### src/mcke_pkg.sv
// Package for the Morse code keyer encoder: widths, ASCII codes, phase codes,
// the configuration struct and the international Morse element table.
// No dependencies.
package mcke_pkg;

    localparam int unsigned DUR_W  = 16;
    localparam int unsigned CHAR_W = 8;
    localparam int unsigned IDX_W  = 8;
    localparam int unsigned PAT_W  = 5;
    localparam int unsigned LEN_W  = 3;
    localparam int unsigned CODE_W = 6;

    // Register indexes on the configuration channel.
    localparam logic [IDX_W-1:0] REG_DOT         = 8'd0;
    localparam logic [IDX_W-1:0] REG_DASH        = 8'd1;
    localparam logic [IDX_W-1:0] REG_ELEMENT_GAP = 8'd2;
    localparam logic [IDX_W-1:0] REG_LETTER_GAP  = 8'd3;
    localparam logic [IDX_W-1:0] REG_WORD_GAP    = 8'd4;

    // Register values after reset.
    localparam logic [DUR_W-1:0] RST_DOT         = 16'd200;
    localparam logic [DUR_W-1:0] RST_DASH        = 16'd600;
    localparam logic [DUR_W-1:0] RST_ELEMENT_GAP = 16'd200;
    localparam logic [DUR_W-1:0] RST_LETTER_GAP  = 16'd600;
    localparam logic [DUR_W-1:0] RST_WORD_GAP    = 16'd1400;

    // ASCII codes.
    localparam logic [CHAR_W-1:0] CH_SPACE   = 8'h20;
    localparam logic [CHAR_W-1:0] CH_ZERO    = 8'h30;
    localparam logic [CHAR_W-1:0] CH_NINE    = 8'h39;
    localparam logic [CHAR_W-1:0] CH_UPPER_A = 8'h41;
    localparam logic [CHAR_W-1:0] CH_UPPER_Z = 8'h5A;
    localparam logic [CHAR_W-1:0] CH_LOWER_A = 8'h61;
    localparam logic [CHAR_W-1:0] CH_LOWER_Z = 8'h7A;
    localparam logic [CHAR_W-1:0] CASE_DIFF  = 8'h20;

    localparam logic [CODE_W-1:0] LETTER_COUNT = 6'd26;

    // Sequencer phases.
    localparam logic [1:0] PH_ELEM  = 2'd0;
    localparam logic [1:0] PH_EGAP  = 2'd1;
    localparam logic [1:0] PH_LGAP  = 2'd2;
    localparam logic [1:0] PH_SPACE = 2'd3;

    typedef struct packed {
        logic [DUR_W-1:0] dot_ms;
        logic [DUR_W-1:0] dash_ms;
        logic [DUR_W-1:0] element_gap_ms;
        logic [DUR_W-1:0] letter_gap_ms;
        logic [DUR_W-1:0] word_gap_ms;
    } t_cfg;

    // One Morse character: element count and elements, first element in
    // bit 0, a dash coded as 1.
    typedef struct packed {
        logic [LEN_W-1:0] len;
        logic [PAT_W-1:0] pat;
    } t_code;

    // Codes 0 to 25 are A to Z, codes 26 to 35 are the digits 0 to 9.
    function automatic t_code lookup_code(input logic [CODE_W-1:0] code);
        t_code c;
        unique case (code)
            6'd0:  c = '{len: 3'd2, pat: 5'b00010};
            6'd1:  c = '{len: 3'd4, pat: 5'b00001};
            6'd2:  c = '{len: 3'd4, pat: 5'b00101};
            6'd3:  c = '{len: 3'd3, pat: 5'b00001};
            6'd4:  c = '{len: 3'd1, pat: 5'b00000};
            6'd5:  c = '{len: 3'd4, pat: 5'b00100};
            6'd6:  c = '{len: 3'd3, pat: 5'b00011};
            6'd7:  c = '{len: 3'd4, pat: 5'b00000};
            6'd8:  c = '{len: 3'd2, pat: 5'b00000};
            6'd9:  c = '{len: 3'd4, pat: 5'b01110};
            6'd10: c = '{len: 3'd3, pat: 5'b00101};
            6'd11: c = '{len: 3'd4, pat: 5'b00010};
            6'd12: c = '{len: 3'd2, pat: 5'b00011};
            6'd13: c = '{len: 3'd2, pat: 5'b00001};
            6'd14: c = '{len: 3'd3, pat: 5'b00111};
            6'd15: c = '{len: 3'd4, pat: 5'b00110};
            6'd16: c = '{len: 3'd4, pat: 5'b01011};
            6'd17: c = '{len: 3'd3, pat: 5'b00010};
            6'd18: c = '{len: 3'd3, pat: 5'b00000};
            6'd19: c = '{len: 3'd1, pat: 5'b00001};
            6'd20: c = '{len: 3'd3, pat: 5'b00100};
            6'd21: c = '{len: 3'd4, pat: 5'b01000};
            6'd22: c = '{len: 3'd3, pat: 5'b00110};
            6'd23: c = '{len: 3'd4, pat: 5'b01001};
            6'd24: c = '{len: 3'd4, pat: 5'b01101};
            6'd25: c = '{len: 3'd4, pat: 5'b00011};
            6'd26: c = '{len: 3'd5, pat: 5'b11111};
            6'd27: c = '{len: 3'd5, pat: 5'b11110};
            6'd28: c = '{len: 3'd5, pat: 5'b11100};
            6'd29: c = '{len: 3'd5, pat: 5'b11000};
            6'd30: c = '{len: 3'd5, pat: 5'b10000};
            6'd31: c = '{len: 3'd5, pat: 5'b00000};
            6'd32: c = '{len: 3'd5, pat: 5'b00001};
            6'd33: c = '{len: 3'd5, pat: 5'b00011};
            6'd34: c = '{len: 3'd5, pat: 5'b00111};
            6'd35: c = '{len: 3'd5, pat: 5'b01111};
            default: c = '{len: 3'd1, pat: 5'b00000};
        endcase
        return c;
    endfunction

endpackage

### src/mcke_if.sv
// Valid/ready channel interfaces of the Morse code keyer encoder: the
// character channel, the key segment channel and the configuration channel.
// Depends on mcke_pkg.
interface mcke_char_if import mcke_pkg::*; ();
    logic              valid;
    logic              ready;
    logic [CHAR_W-1:0] char_byte;

    modport source (output valid, output char_byte, input ready);
    modport sink   (input valid, input char_byte, output ready);
endinterface

interface mcke_seg_if import mcke_pkg::*; ();
    logic             valid;
    logic             ready;
    logic             key_on;
    logic [DUR_W-1:0] duration_ms;
    logic             last_segment;

    modport source (output valid, output key_on, output duration_ms,
                    output last_segment, input ready);
    modport sink   (input valid, input key_on, input duration_ms,
                    input last_segment, output ready);
endinterface

interface mcke_cfg_if import mcke_pkg::*; ();
    logic             valid;
    logic             ready;
    logic [IDX_W-1:0] index;
    logic [DUR_W-1:0] data;

    modport source (output valid, output index, output data, input ready);
    modport sink   (input valid, input index, input data, output ready);
endinterface

### src/mcke_segen.sv
// Segment sequencer: decodes one character and shifts its Morse elements out
// one key segment per unstalled cycle into a registered output stage.
// Depends on mcke_pkg and mcke_if.
module mcke_segen import mcke_pkg::*; (
    input  logic             i_clk,
    input  logic             i_rst_n,
    input  t_cfg             i_cfg,
    mcke_char_if.sink        i_char,
    mcke_seg_if.source       o_seg
);

    logic             r_busy, n_busy;
    logic [1:0]       r_phase, n_phase;
    logic [PAT_W-1:0] r_pat, n_pat;
    logic [LEN_W-1:0] r_cnt, n_cnt;

    logic             r_ovalid, n_ovalid;
    logic             r_key_on, n_key_on;
    logic [DUR_W-1:0] r_dur, n_dur;
    logic             r_last, n_last;

    logic              accept;
    logic              slot_free;
    logic [CHAR_W-1:0] ch_up;
    logic [CHAR_W-1:0] ch_off;
    logic [CODE_W-1:0] code;
    logic              is_letter, is_digit, is_space;
    t_code             lut;
    logic [DUR_W:0]    space_diff;
    logic [DUR_W-1:0]  space_dur;

    assign i_char.ready = !r_busy;
    assign accept       = i_char.valid && !r_busy;
    assign slot_free    = !r_ovalid || o_seg.ready;

    always_comb begin
        if (i_char.char_byte >= CH_LOWER_A && i_char.char_byte <= CH_LOWER_Z) begin
            ch_up = i_char.char_byte - CASE_DIFF;
        end else begin
            ch_up = i_char.char_byte;
        end
        is_letter = (ch_up >= CH_UPPER_A) && (ch_up <= CH_UPPER_Z);
        is_digit  = (ch_up >= CH_ZERO) && (ch_up <= CH_NINE);
        is_space  = (ch_up == CH_SPACE);
        if (is_letter) begin
            ch_off = ch_up - CH_UPPER_A;
            code   = ch_off[CODE_W-1:0];
        end else begin
            ch_off = ch_up - CH_ZERO;
            code   = ch_off[CODE_W-1:0] + LETTER_COUNT;
        end
        lut = lookup_code(code);
    end

    // Space: word gap less letter gap, clamped at zero.
    assign space_diff = {1'b0, i_cfg.word_gap_ms} - {1'b0, i_cfg.letter_gap_ms};
    assign space_dur  = space_diff[DUR_W] ? '0 : space_diff[DUR_W-1:0];

    always_comb begin
        n_busy   = r_busy;
        n_phase  = r_phase;
        n_pat    = r_pat;
        n_cnt    = r_cnt;
        n_ovalid = r_ovalid;
        n_key_on = r_key_on;
        n_dur    = r_dur;
        n_last   = r_last;

        if (o_seg.ready) begin
            n_ovalid = 1'b0;
        end

        if (accept) begin
            if (is_space) begin
                n_busy  = 1'b1;
                n_phase = PH_SPACE;
            end else if (is_letter || is_digit) begin
                n_busy  = 1'b1;
                n_phase = PH_ELEM;
                n_pat   = lut.pat;
                n_cnt   = lut.len;
            end
        end else if (r_busy && slot_free) begin
            n_ovalid = 1'b1;
            unique case (r_phase)
                PH_ELEM: begin
                    n_key_on = 1'b1;
                    n_dur    = r_pat[0] ? i_cfg.dash_ms : i_cfg.dot_ms;
                    n_last   = 1'b0;
                    n_pat    = r_pat >> 1;
                    n_cnt    = r_cnt - 1'b1;
                    n_phase  = (r_cnt == 3'd1) ? PH_LGAP : PH_EGAP;
                end
                PH_EGAP: begin
                    n_key_on = 1'b0;
                    n_dur    = i_cfg.element_gap_ms;
                    n_last   = 1'b0;
                    n_phase  = PH_ELEM;
                end
                PH_LGAP: begin
                    n_key_on = 1'b0;
                    n_dur    = i_cfg.letter_gap_ms;
                    n_last   = 1'b1;
                    n_busy   = 1'b0;
                end
                PH_SPACE: begin
                    n_key_on = 1'b0;
                    n_dur    = space_dur;
                    n_last   = 1'b1;
                    n_busy   = 1'b0;
                end
                default: begin
                    n_busy = 1'b0;
                end
            endcase
        end
    end

    always_ff @(posedge i_clk) begin
        if (!i_rst_n) begin
            r_busy   <= 1'b0;
            r_phase  <= PH_ELEM;
            r_ovalid <= 1'b0;
        end else begin
            r_busy   <= n_busy;
            r_phase  <= n_phase;
            r_ovalid <= n_ovalid;
        end
    end

    always_ff @(posedge i_clk) begin
        r_pat    <= n_pat;
        r_cnt    <= n_cnt;
        r_key_on <= n_key_on;
        r_dur    <= n_dur;
        r_last   <= n_last;
    end

    assign o_seg.valid        = r_ovalid;
    assign o_seg.key_on       = r_key_on;
    assign o_seg.duration_ms  = r_dur;
    assign o_seg.last_segment = r_last;

    // The final segment of a character is always a key-up gap.
    a_last_is_off: assert property (@(posedge i_clk) disable iff (!i_rst_n)
        r_ovalid && r_last |-> !r_key_on)
        else $error("last segment with key down");

    // An element phase always has at least one element left.
    a_elem_count: assert property (@(posedge i_clk) disable iff (!i_rst_n)
        r_busy && r_phase == PH_ELEM |-> r_cnt != '0)
        else $error("element phase with empty count");

    // A stalled result keeps its value.
    a_stall_hold: assert property (@(posedge i_clk) disable iff (!i_rst_n)
        r_ovalid && !o_seg.ready |=> r_ovalid && $stable(r_dur) && $stable(r_last))
        else $error("stalled segment changed");

    // A key-down segment is always followed by more of the same character.
    a_on_then_busy: assert property (@(posedge i_clk) disable iff (!i_rst_n)
        r_ovalid && r_key_on |-> r_busy)
        else $error("key-down segment without a pending gap");

endmodule

### src/morse_code_keyer_encoder_unit.sv
// A character is first loaded into the sequencer state; its segments are then registered into
// the output stage one segment per cycle while the output is not stalled. A letter or digit
// gives n segments (2 to 10), a space one segment, and any other byte is taken without a segment.
// A stalled output holds the sequencer, so a stall adds its length to the character's time.
// Reset (synchronous, active low) empties the sequencer and output stage and restores the
// timing registers to 200, 600, 200, 600 and 1400 ms.
module morse_code_keyer_encoder_unit import mcke_pkg::*; (
    input  logic        i_clk,
    input  logic        i_rst_n,
    mcke_cfg_if.sink    i_cfg,
    mcke_char_if.sink   i_char,
    mcke_seg_if.source  o_seg
);

    // Timing registers. The configuration channel is always ready; a write to
    // an index beyond the word gap register is dropped without effect.
    t_cfg r_cfg;

    assign i_cfg.ready = 1'b1;

    always_ff @(posedge i_clk) begin
        if (!i_rst_n) begin
            r_cfg.dot_ms         <= RST_DOT;
            r_cfg.dash_ms        <= RST_DASH;
            r_cfg.element_gap_ms <= RST_ELEMENT_GAP;
            r_cfg.letter_gap_ms  <= RST_LETTER_GAP;
            r_cfg.word_gap_ms    <= RST_WORD_GAP;
        end else if (i_cfg.valid) begin
            unique case (i_cfg.index)
                REG_DOT:         r_cfg.dot_ms         <= i_cfg.data;
                REG_DASH:        r_cfg.dash_ms        <= i_cfg.data;
                REG_ELEMENT_GAP: r_cfg.element_gap_ms <= i_cfg.data;
                REG_LETTER_GAP:  r_cfg.letter_gap_ms  <= i_cfg.data;
                REG_WORD_GAP:    r_cfg.word_gap_ms    <= i_cfg.data;
                default: begin
                end
            endcase
        end
    end

    // The sequencer takes a character word whenever it has finished loading
    // the last segment of the previous one, so the input side is free while
    // that final segment still waits in the output register. Each word is
    // folded to upper case and looked up in the Morse table; its elements
    // then leave a small shift register one per segment, with the element
    // gaps and the closing letter gap inserted between them.
    mcke_segen u_segen (
        .i_clk   (i_clk),
        .i_rst_n (i_rst_n),
        .i_cfg   (r_cfg),
        .i_char  (i_char),
        .o_seg   (o_seg)
    );

endmodule
### src/flat_wrapper.sv
// flat-port wrapper written by rule: the top's interface ports become plain ports
module morse_code_keyer_encoder_unit_flat import mcke_pkg::*;
  (i_clk, i_rst_n, i_cfg_valid, i_cfg_index, i_cfg_data, i_cfg_ready, i_char_valid, i_char_char_byte, i_char_ready, o_seg_valid, o_seg_key_on, o_seg_duration_ms, o_seg_last_segment, o_seg_ready);
  mcke_cfg_if i_cfg_i ();
  mcke_char_if i_char_i ();
  mcke_seg_if o_seg_i ();
  input  logic i_clk;
  input  logic i_rst_n;
  input wire logic [$bits(i_cfg_i.valid)-1:0] i_cfg_valid;
  input wire logic [$bits(i_cfg_i.index)-1:0] i_cfg_index;
  input wire logic [$bits(i_cfg_i.data)-1:0] i_cfg_data;
  output wire logic [$bits(i_cfg_i.ready)-1:0] i_cfg_ready;
  input wire logic [$bits(i_char_i.valid)-1:0] i_char_valid;
  input wire logic [$bits(i_char_i.char_byte)-1:0] i_char_char_byte;
  output wire logic [$bits(i_char_i.ready)-1:0] i_char_ready;
  output wire logic [$bits(o_seg_i.valid)-1:0] o_seg_valid;
  output wire logic [$bits(o_seg_i.key_on)-1:0] o_seg_key_on;
  output wire logic [$bits(o_seg_i.duration_ms)-1:0] o_seg_duration_ms;
  output wire logic [$bits(o_seg_i.last_segment)-1:0] o_seg_last_segment;
  input wire logic [$bits(o_seg_i.ready)-1:0] o_seg_ready;
  assign i_cfg_i.valid = i_cfg_valid;
  assign i_cfg_i.index = i_cfg_index;
  assign i_cfg_i.data = i_cfg_data;
  assign i_cfg_ready = i_cfg_i.ready;
  assign i_char_i.valid = i_char_valid;
  assign i_char_i.char_byte = i_char_char_byte;
  assign i_char_ready = i_char_i.ready;
  assign o_seg_valid = o_seg_i.valid;
  assign o_seg_key_on = o_seg_i.key_on;
  assign o_seg_duration_ms = o_seg_i.duration_ms;
  assign o_seg_last_segment = o_seg_i.last_segment;
  assign o_seg_i.ready = o_seg_ready;
  morse_code_keyer_encoder_unit u_core (.i_clk(i_clk), .i_rst_n(i_rst_n), .i_cfg(i_cfg_i), .i_char(i_char_i), .o_seg(o_seg_i));
endmodule
### config.mk
export PLATFORM = sky130hd
export DESIGN_NAME = morse_code_keyer_encoder_unit_flat
export DESIGN_NICKNAME = d
export VERILOG_FILES = /design/src/mcke_pkg.sv /design/src/mcke_if.sv /design/src/mcke_segen.sv /design/src/morse_code_keyer_encoder_unit.sv /design/src/flat_wrapper.sv
export SDC_FILE = /design/constraint.sdc
export NUM_CORES = 1
export LEC_CHECK = 0
export BUFFER_PORTS_ARGS = -buffer_cell sky130_fd_sc_hd__buf_2
export CORE_UTILIZATION = 60
export CTS_CLUSTER_DIAMETER = 80
export DETAILED_ROUTE_END_ITERATION = 12
export GPL_TIMING_DRIVEN = 0
export MAX_ROUTING_LAYER = met4
export PLACE_DENSITY = 0.8
export REMOVE_ABC_BUFFERS = 1
export SLEW_MARGIN = 20
export SYNTH_ARGS = -nofsm -noshare
export SYNTH_HDL_FRONTEND = slang
export SYNTH_SLANG_ARGS = --single-unit
### constraint.sdc
create_clock -name i_clk -period 5.14 [get_ports i_clk]
set_input_delay 0.771 -clock i_clk [delete_from_list [all_inputs] [get_ports i_clk]]
set_output_delay 0.771 -clock i_clk [all_outputs]
set_load 0.05 [all_outputs]
# Word level (Yosys, flattened, before mapping)
# Memories as Yosys holds them, arrays and structs flattened.
# Index checks and enable logic that the tools add are counted.
[totals]
reg_bits = 110
rom_bits = 512
input_bits = 37
output_inout_bits = 21
wordCells = 97
mem_count = 1
[classes]
addsub = 6
magnitude_cmp = 6
n_eq_ne = 12
muxes = 31
bitwise_logic = 1
reduce_logical = 27
[mem_list]
columns = ["name", "words", "word_bits", "read_ports", "rd_ports_with_merged_regs", "wr", "line_no", "text"]
rows = [
  ["(no name shown)", 64, 8, 1, 0, 0, "mcke_pkg.sv:63", "unique case (code)"],
]
[ops]
columns = ["op", "n"]
rows = [
  ["$pmux 16 s4", 1],
  ["$mux 16", 2],
  ["$mux 5", 5],
  ["$sub 16x16->17", 1],
  ["$eq 8x2->1 const B", 2],
  ["$ge 8x7->1 const B", 2],
  ["$le 8x7->1 const B", 2],
  ["$mux 3", 5],
  ["$reduce_and 2->1", 6],
  ["$mux 2", 5],
  ["$eq 8x1->1 const B", 1],
  ["$eq 8x3->1 const B", 1],
  ["$eq 8x6->1 const B", 1],
  ["$ge 8x6->1 const B", 1],
  ["$le 8x6->1 const B", 1],
  ["$logic_not 8->1", 1],
  ["$mux 1", 8],
  ["$mux 8", 1],
  ["$sub 8x6->8 const B", 1],
  ["$add 6x5->6 const B", 1],
  ["$mux 6", 1],
  ["$reduce_and 3->1", 2],
  ["$reduce_bool 2->1", 3],
  ["$sub 6x1->6 const B", 1],
  ["19 further kinds", 28],
]

# Depth between registers and ports, before layout
# An unclocked memory read counts as a cell.
[depth]
word_depth = 10
ltp_mapped = 14
depth_no_buf = 13

# By module
# From an unflattened synthesis, not the netlist that was laid out.
[unflattened]
hier_cells = 760
hier_area_um2 = 6857.8
[modules_own_cells]
columns = ["module", "instances", "cells_per_inst", "area_per_inst_um2", "seq_area_each_um2"]
rows = [
  ["mcke_segen", 1, 465, 3748.6, 860.8],
  ["morse_code_keyer_encoder_unit", 1, 295, 3109.2, 1601.5],
]

# Least setup slack after synthesis
# OpenSTA, ideal clock, no wires.
[synth_timing]
kind = "input to register"
startpoint = "in i_char_char_byte[0]"
endpoint = "reg u_core.u_segen.r_pat[2], data pin"
setup_ps = 259
arrival_ps = 3621
t_required_ps = 4881
slack_ps = 1260
stages = 13
path_buffers = 2
cell_sequence = "clkbuf_2 inv_1 ha_1 a311o_1 nand2b_4 buf_6 nor2_4 xnor2_1 inv_1 ha_1 mux4_2 o211a_1 a211o_1"
[synth_via]
elab_chain_len = 10
elab_cells_between_ends = 16
cone_classes = "add/sub: 4; order compare: 4; mux: 5; reduce/logical: 2; memory: 1"
[synth_rtl]
columns = ["item", "line_no", "text"]
rows = [
  ["from (decl)", "flat_wrapper.sv:14", "input wire logic [$bits(i_char_i.char_byte)-1:0] i_char_char_byte;"],
  ["$ge 8x7->1 / $le 8x7->1 (equally long branches)", "mcke_segen.sv:37", "if (i_char.char_byte >= CH_LOWER_A && i_char.char_byte <= CH_LOWER_Z) begin"],
  ["$logic_and 1x1->1", "mcke_segen.sv:37", ""],
  ["$mux 8 (*)", "mcke_segen.sv:37", ""],
  ["$sub 6x6->6 (tied with other cells)", "mcke_segen.sv:49", "ch_off = ch_up - CH_ZERO;"],
  ["$add 6x5->6 / $logic_and 1x1->1 (equally long branches)", "mcke_segen.sv:50, mcke_segen.sv:42", ""],
  ["$mux 6 (*)", "mcke_segen.sv:45", "if (is_letter) begin"],
  ["$mem_v2 64x8 (*)", "-", ""],
  ["$mux 5 (*)", "mcke_segen.sv:77", "end else if (is_letter || is_digit) begin"],
  ["$mux 5 (*)", "mcke_segen.sv:74", "if (is_space) begin"],
  ["$mux 5 (*)", "mcke_segen.sv:73", "if (accept) begin"],
  ["net u_core.u_segen.n_pat[2]", "mcke_segen.sv:14", "logic [PAT_W-1:0] r_pat, n_pat;"],
  ["to (signal assigned)", "mcke_segen.sv:132", "r_pat <= n_pat;"],
  ["to (decl)", "mcke_segen.sv:14", ""],
]
# The timed path passes the listed nets; every way through them passes the cells marked *. The select of a mux whose other input is x is not followed.
# A chain may end at the register's enable or synchronous reset.

# Worst setup path after layout
# Ends and elaborated chain as after synthesis.

==> flow_metrics.tcl <==
set metrics [dict create \
    first_iter_violations 348 \
    place_inst 906 \
    grt_start_max_net_pins 85 \
    syn_inst 752 \
    grt_pass1_wl_um 25900 \
    antenna_found_initial 0 \
    hold_class "reg2reg" \
    cts_tree "built" \
    cp-end-kind "flip-flop" \
    yosysSeqAreaShare_pct 38.1 \
    cts.repair.resized 0 \
    final_area_um2 6990 \
    power.density_nw_per_um2 239 \
    skew_ns 0.0193 \
    syn_area_um2 6470 \
    fin_util_pct 67.4 \
    synth_mux_area_share_pct 8.24 \
    post_drt_wl_per_cell_um 17.3 \
    multi_input_area_um2 3710 \
    p_leak_nw 2.81 \
    postCtsHoldBufs 0 \
    required_ns 5.29 \
    areaGrowthSynthToFinish_pct 8.01 \
    yosysMostFrequentCell "nand2_1" \
    wl_um 16000 \
    path_clk_slew_ns 0.10 \
    cts_setup_buffers 0 \
    ys_warn_count 0 \
    fp.dieW_um 106 \
    hold_violations 0 \
    yosysTopAreaCell "dfxtp_1" \
    ant_nets 0 \
    relSlewSlack_pct 23.0 \
    regArea_um2 2460 \
    avgSynthCellArea_um2 8.60 \
    yosys-top-cells-area "dfxtp_1, edfxtp_1, nand2_1" \
    synthAdderAreaFrac_pct 6.50 \
    status "finished clean" \
    filler_cell_count 830 \
    synth_edf_count 26 \
    grt_overflow_total 0 \
    clk_latency_ns 0.39 \
    setup_viol 0 \
    numCtsBuffers 9 \
    start_kind "primary input" \
    dr.pass1.iters 5 \
    io_pins 58 \
    finalPower_mw 1.67 \
    vdd_drop_max_mv 0.152 \
    core_um2 10400 \
    fin_crit_sh_pct 80.8 \
    synthSimpleGateAreaFrac_pct 20.9 \
    viasPerCell 6.11 \
    async_flop_share_pct 0 \
    synth.ff_latch_count 110 \
    io_buffers 56 \
    synth_top_area_share_pct 26.0 \
    slew_violations 0 \
    drive_gt1_share_pct 12.1 \
    place_congestion 0.884 \
    cap_violations 0 \
    die_h_um 106 \
    synth_commonest_cells "nand2_1, dfxtp_1, mux2i_1" \
    synth_compound_area_share_pct 18.8 \
    period_needed_ns 4.15 \
    max_freq_mhz 241 \
    rsz0062_at_grt "no" \
    cts-root-buf "clkbuf_8" \
    htree_levels 3 \
    grt_use_total_pct 30.2 \
    cts_buffer_depth 2 \
    synth_top_family_by_area "simple AND/OR/NAND/NOR gates" \
    cp.arrival_ns 4.30 \
    drc_errors 0 \
    crit_type "in2reg" \
    final_nets 851 \
    worstMarginPinSlew_ns 1.15 \
    detailed_place_hpwl_um 10800 \
    dr_total_vias 5629 \
    crit_fanout 9 \
    fin_tns_setup_ns 0 \
    synthFlopType "dfxtp_1" \
    synthXorXnorAreaFrac_pct 2.57 \
    final_cells 922 \
    dieArea_um2 11200 \
    ys_types 71 \
    start_util_pct 62.4 \
    antenna_cells 0 \
    fp-row-count 37 \
    clock_sinks 110 \
    first_global_vias 5443 \
    place_area_um2 6810 \
]
-- worst paths after layout --
check                                 from  slack [ns]                                             to  cells past startpoint
max                    i_char_char_byte[0]        0.99              u_core.u_segen.r_pat[2]$_DFFE_PP_                     13
min          u_core.r_cfg[65]$_SDFFE_PN0P_        0.47                  u_core.r_cfg[65]$_SDFFE_PN0P_                      2
max reg2reg  u_core.r_cfg[16]$_SDFFE_PN0P_        1.45  u_core.u_segen.o_seg.duration_ms[8]$_DFFE_PP_                     12
min reg2reg  u_core.r_cfg[65]$_SDFFE_PN0P_        0.47                  u_core.r_cfg[65]$_SDFFE_PN0P_                      2
-- layout by cell type, fill, tap and decap left out, types with 7 or more instances in the layout --
cell / count
nand2_1: 139
clkbuf_8: 9
buf_2: 57
o21ai_0: 24
o221ai_1: 14
dfxtp_1: 83
a211oi_1: 8
ha_1: 32
nor2_1: 41
xnor2_1: 13
mux2i_1: 51
edfxtp_1: 26
nand3_1: 26
nand2b_1: 7
a21boi_0: 36
nor2b_1: 36
inv_1: 33
nor3_1: 8
a21oi_1: 34
-- sequential cells by signal, indices dropped and copies added (netlist names) --
register                           cells
u_core.r_cfg                          80
u_core.u_segen.o_seg.duration_ms      16
u_core.u_segen.r_pat                   5
u_core.u_segen.r_cnt                   3
u_core.u_segen.r_phase                 2
u_core.u_segen.o_seg.key_on            1
u_core.u_segen.o_seg.last_segment      1
u_core.u_segen.o_seg.valid             1
u_core.u_segen.r_busy                  1
-- per-layer routing --
metal  global-route usage (%)  up-vias  wire length, um
met1                     33.5     2664             6390
li1                         -     2690                -
met2                     51.8      225             7950
met4                     14.5        0              641
met5                        -        -                0
met3                     6.12       50              984
-- through the flow --
stage | setup WS, ns | hold slack, ns
after floorplan | 1.49 | 0.438
after global placement | 0.681 | 0.448
after detailed placement | 0.730 | 0.457
after CTS | 1.14 | 0.470
after global routing | 0.857 | 0.490
final | 0.989 | 0.468
-- cell families after synthesis --
kind of cell,count (synthesis)
simple gates,288
compound gates,171
flops,110
buf+inv,78
mux,52
fa+ha+maj,33
xor+xnor,19
other cells,1
-- worst max-delay path, stage by stage --
cell	delay (ns)
buf_2	0.18
inv_1	0.17
ha_1	0.22
nand2b_1	0.13
a21oi_1	0.25
o31a_1	0.40
nor2_4	0.12
xnor2_1	0.53
inv_1	0.29
ha_1	0.31
mux4_2	0.47
o211a_1	0.23
a211o_1	0.22
-- report_power, final --
group          switching (mW)  internal (mW)
combinational           0.165         0.0951
clock                   0.289          0.209
sequential             0.0154          0.898
-- area by class of cell --
cell class              count  area share, %
clock inverters             2          0.215
well taps                 136           2.44
repair buffers             61           4.80
multi-input cells         564           53.1
flip-flops and latches    110           35.3
clock buffers              14           2.35
inverters                  35           1.88
Note: power is estimated with default switching activity, not from simulation.
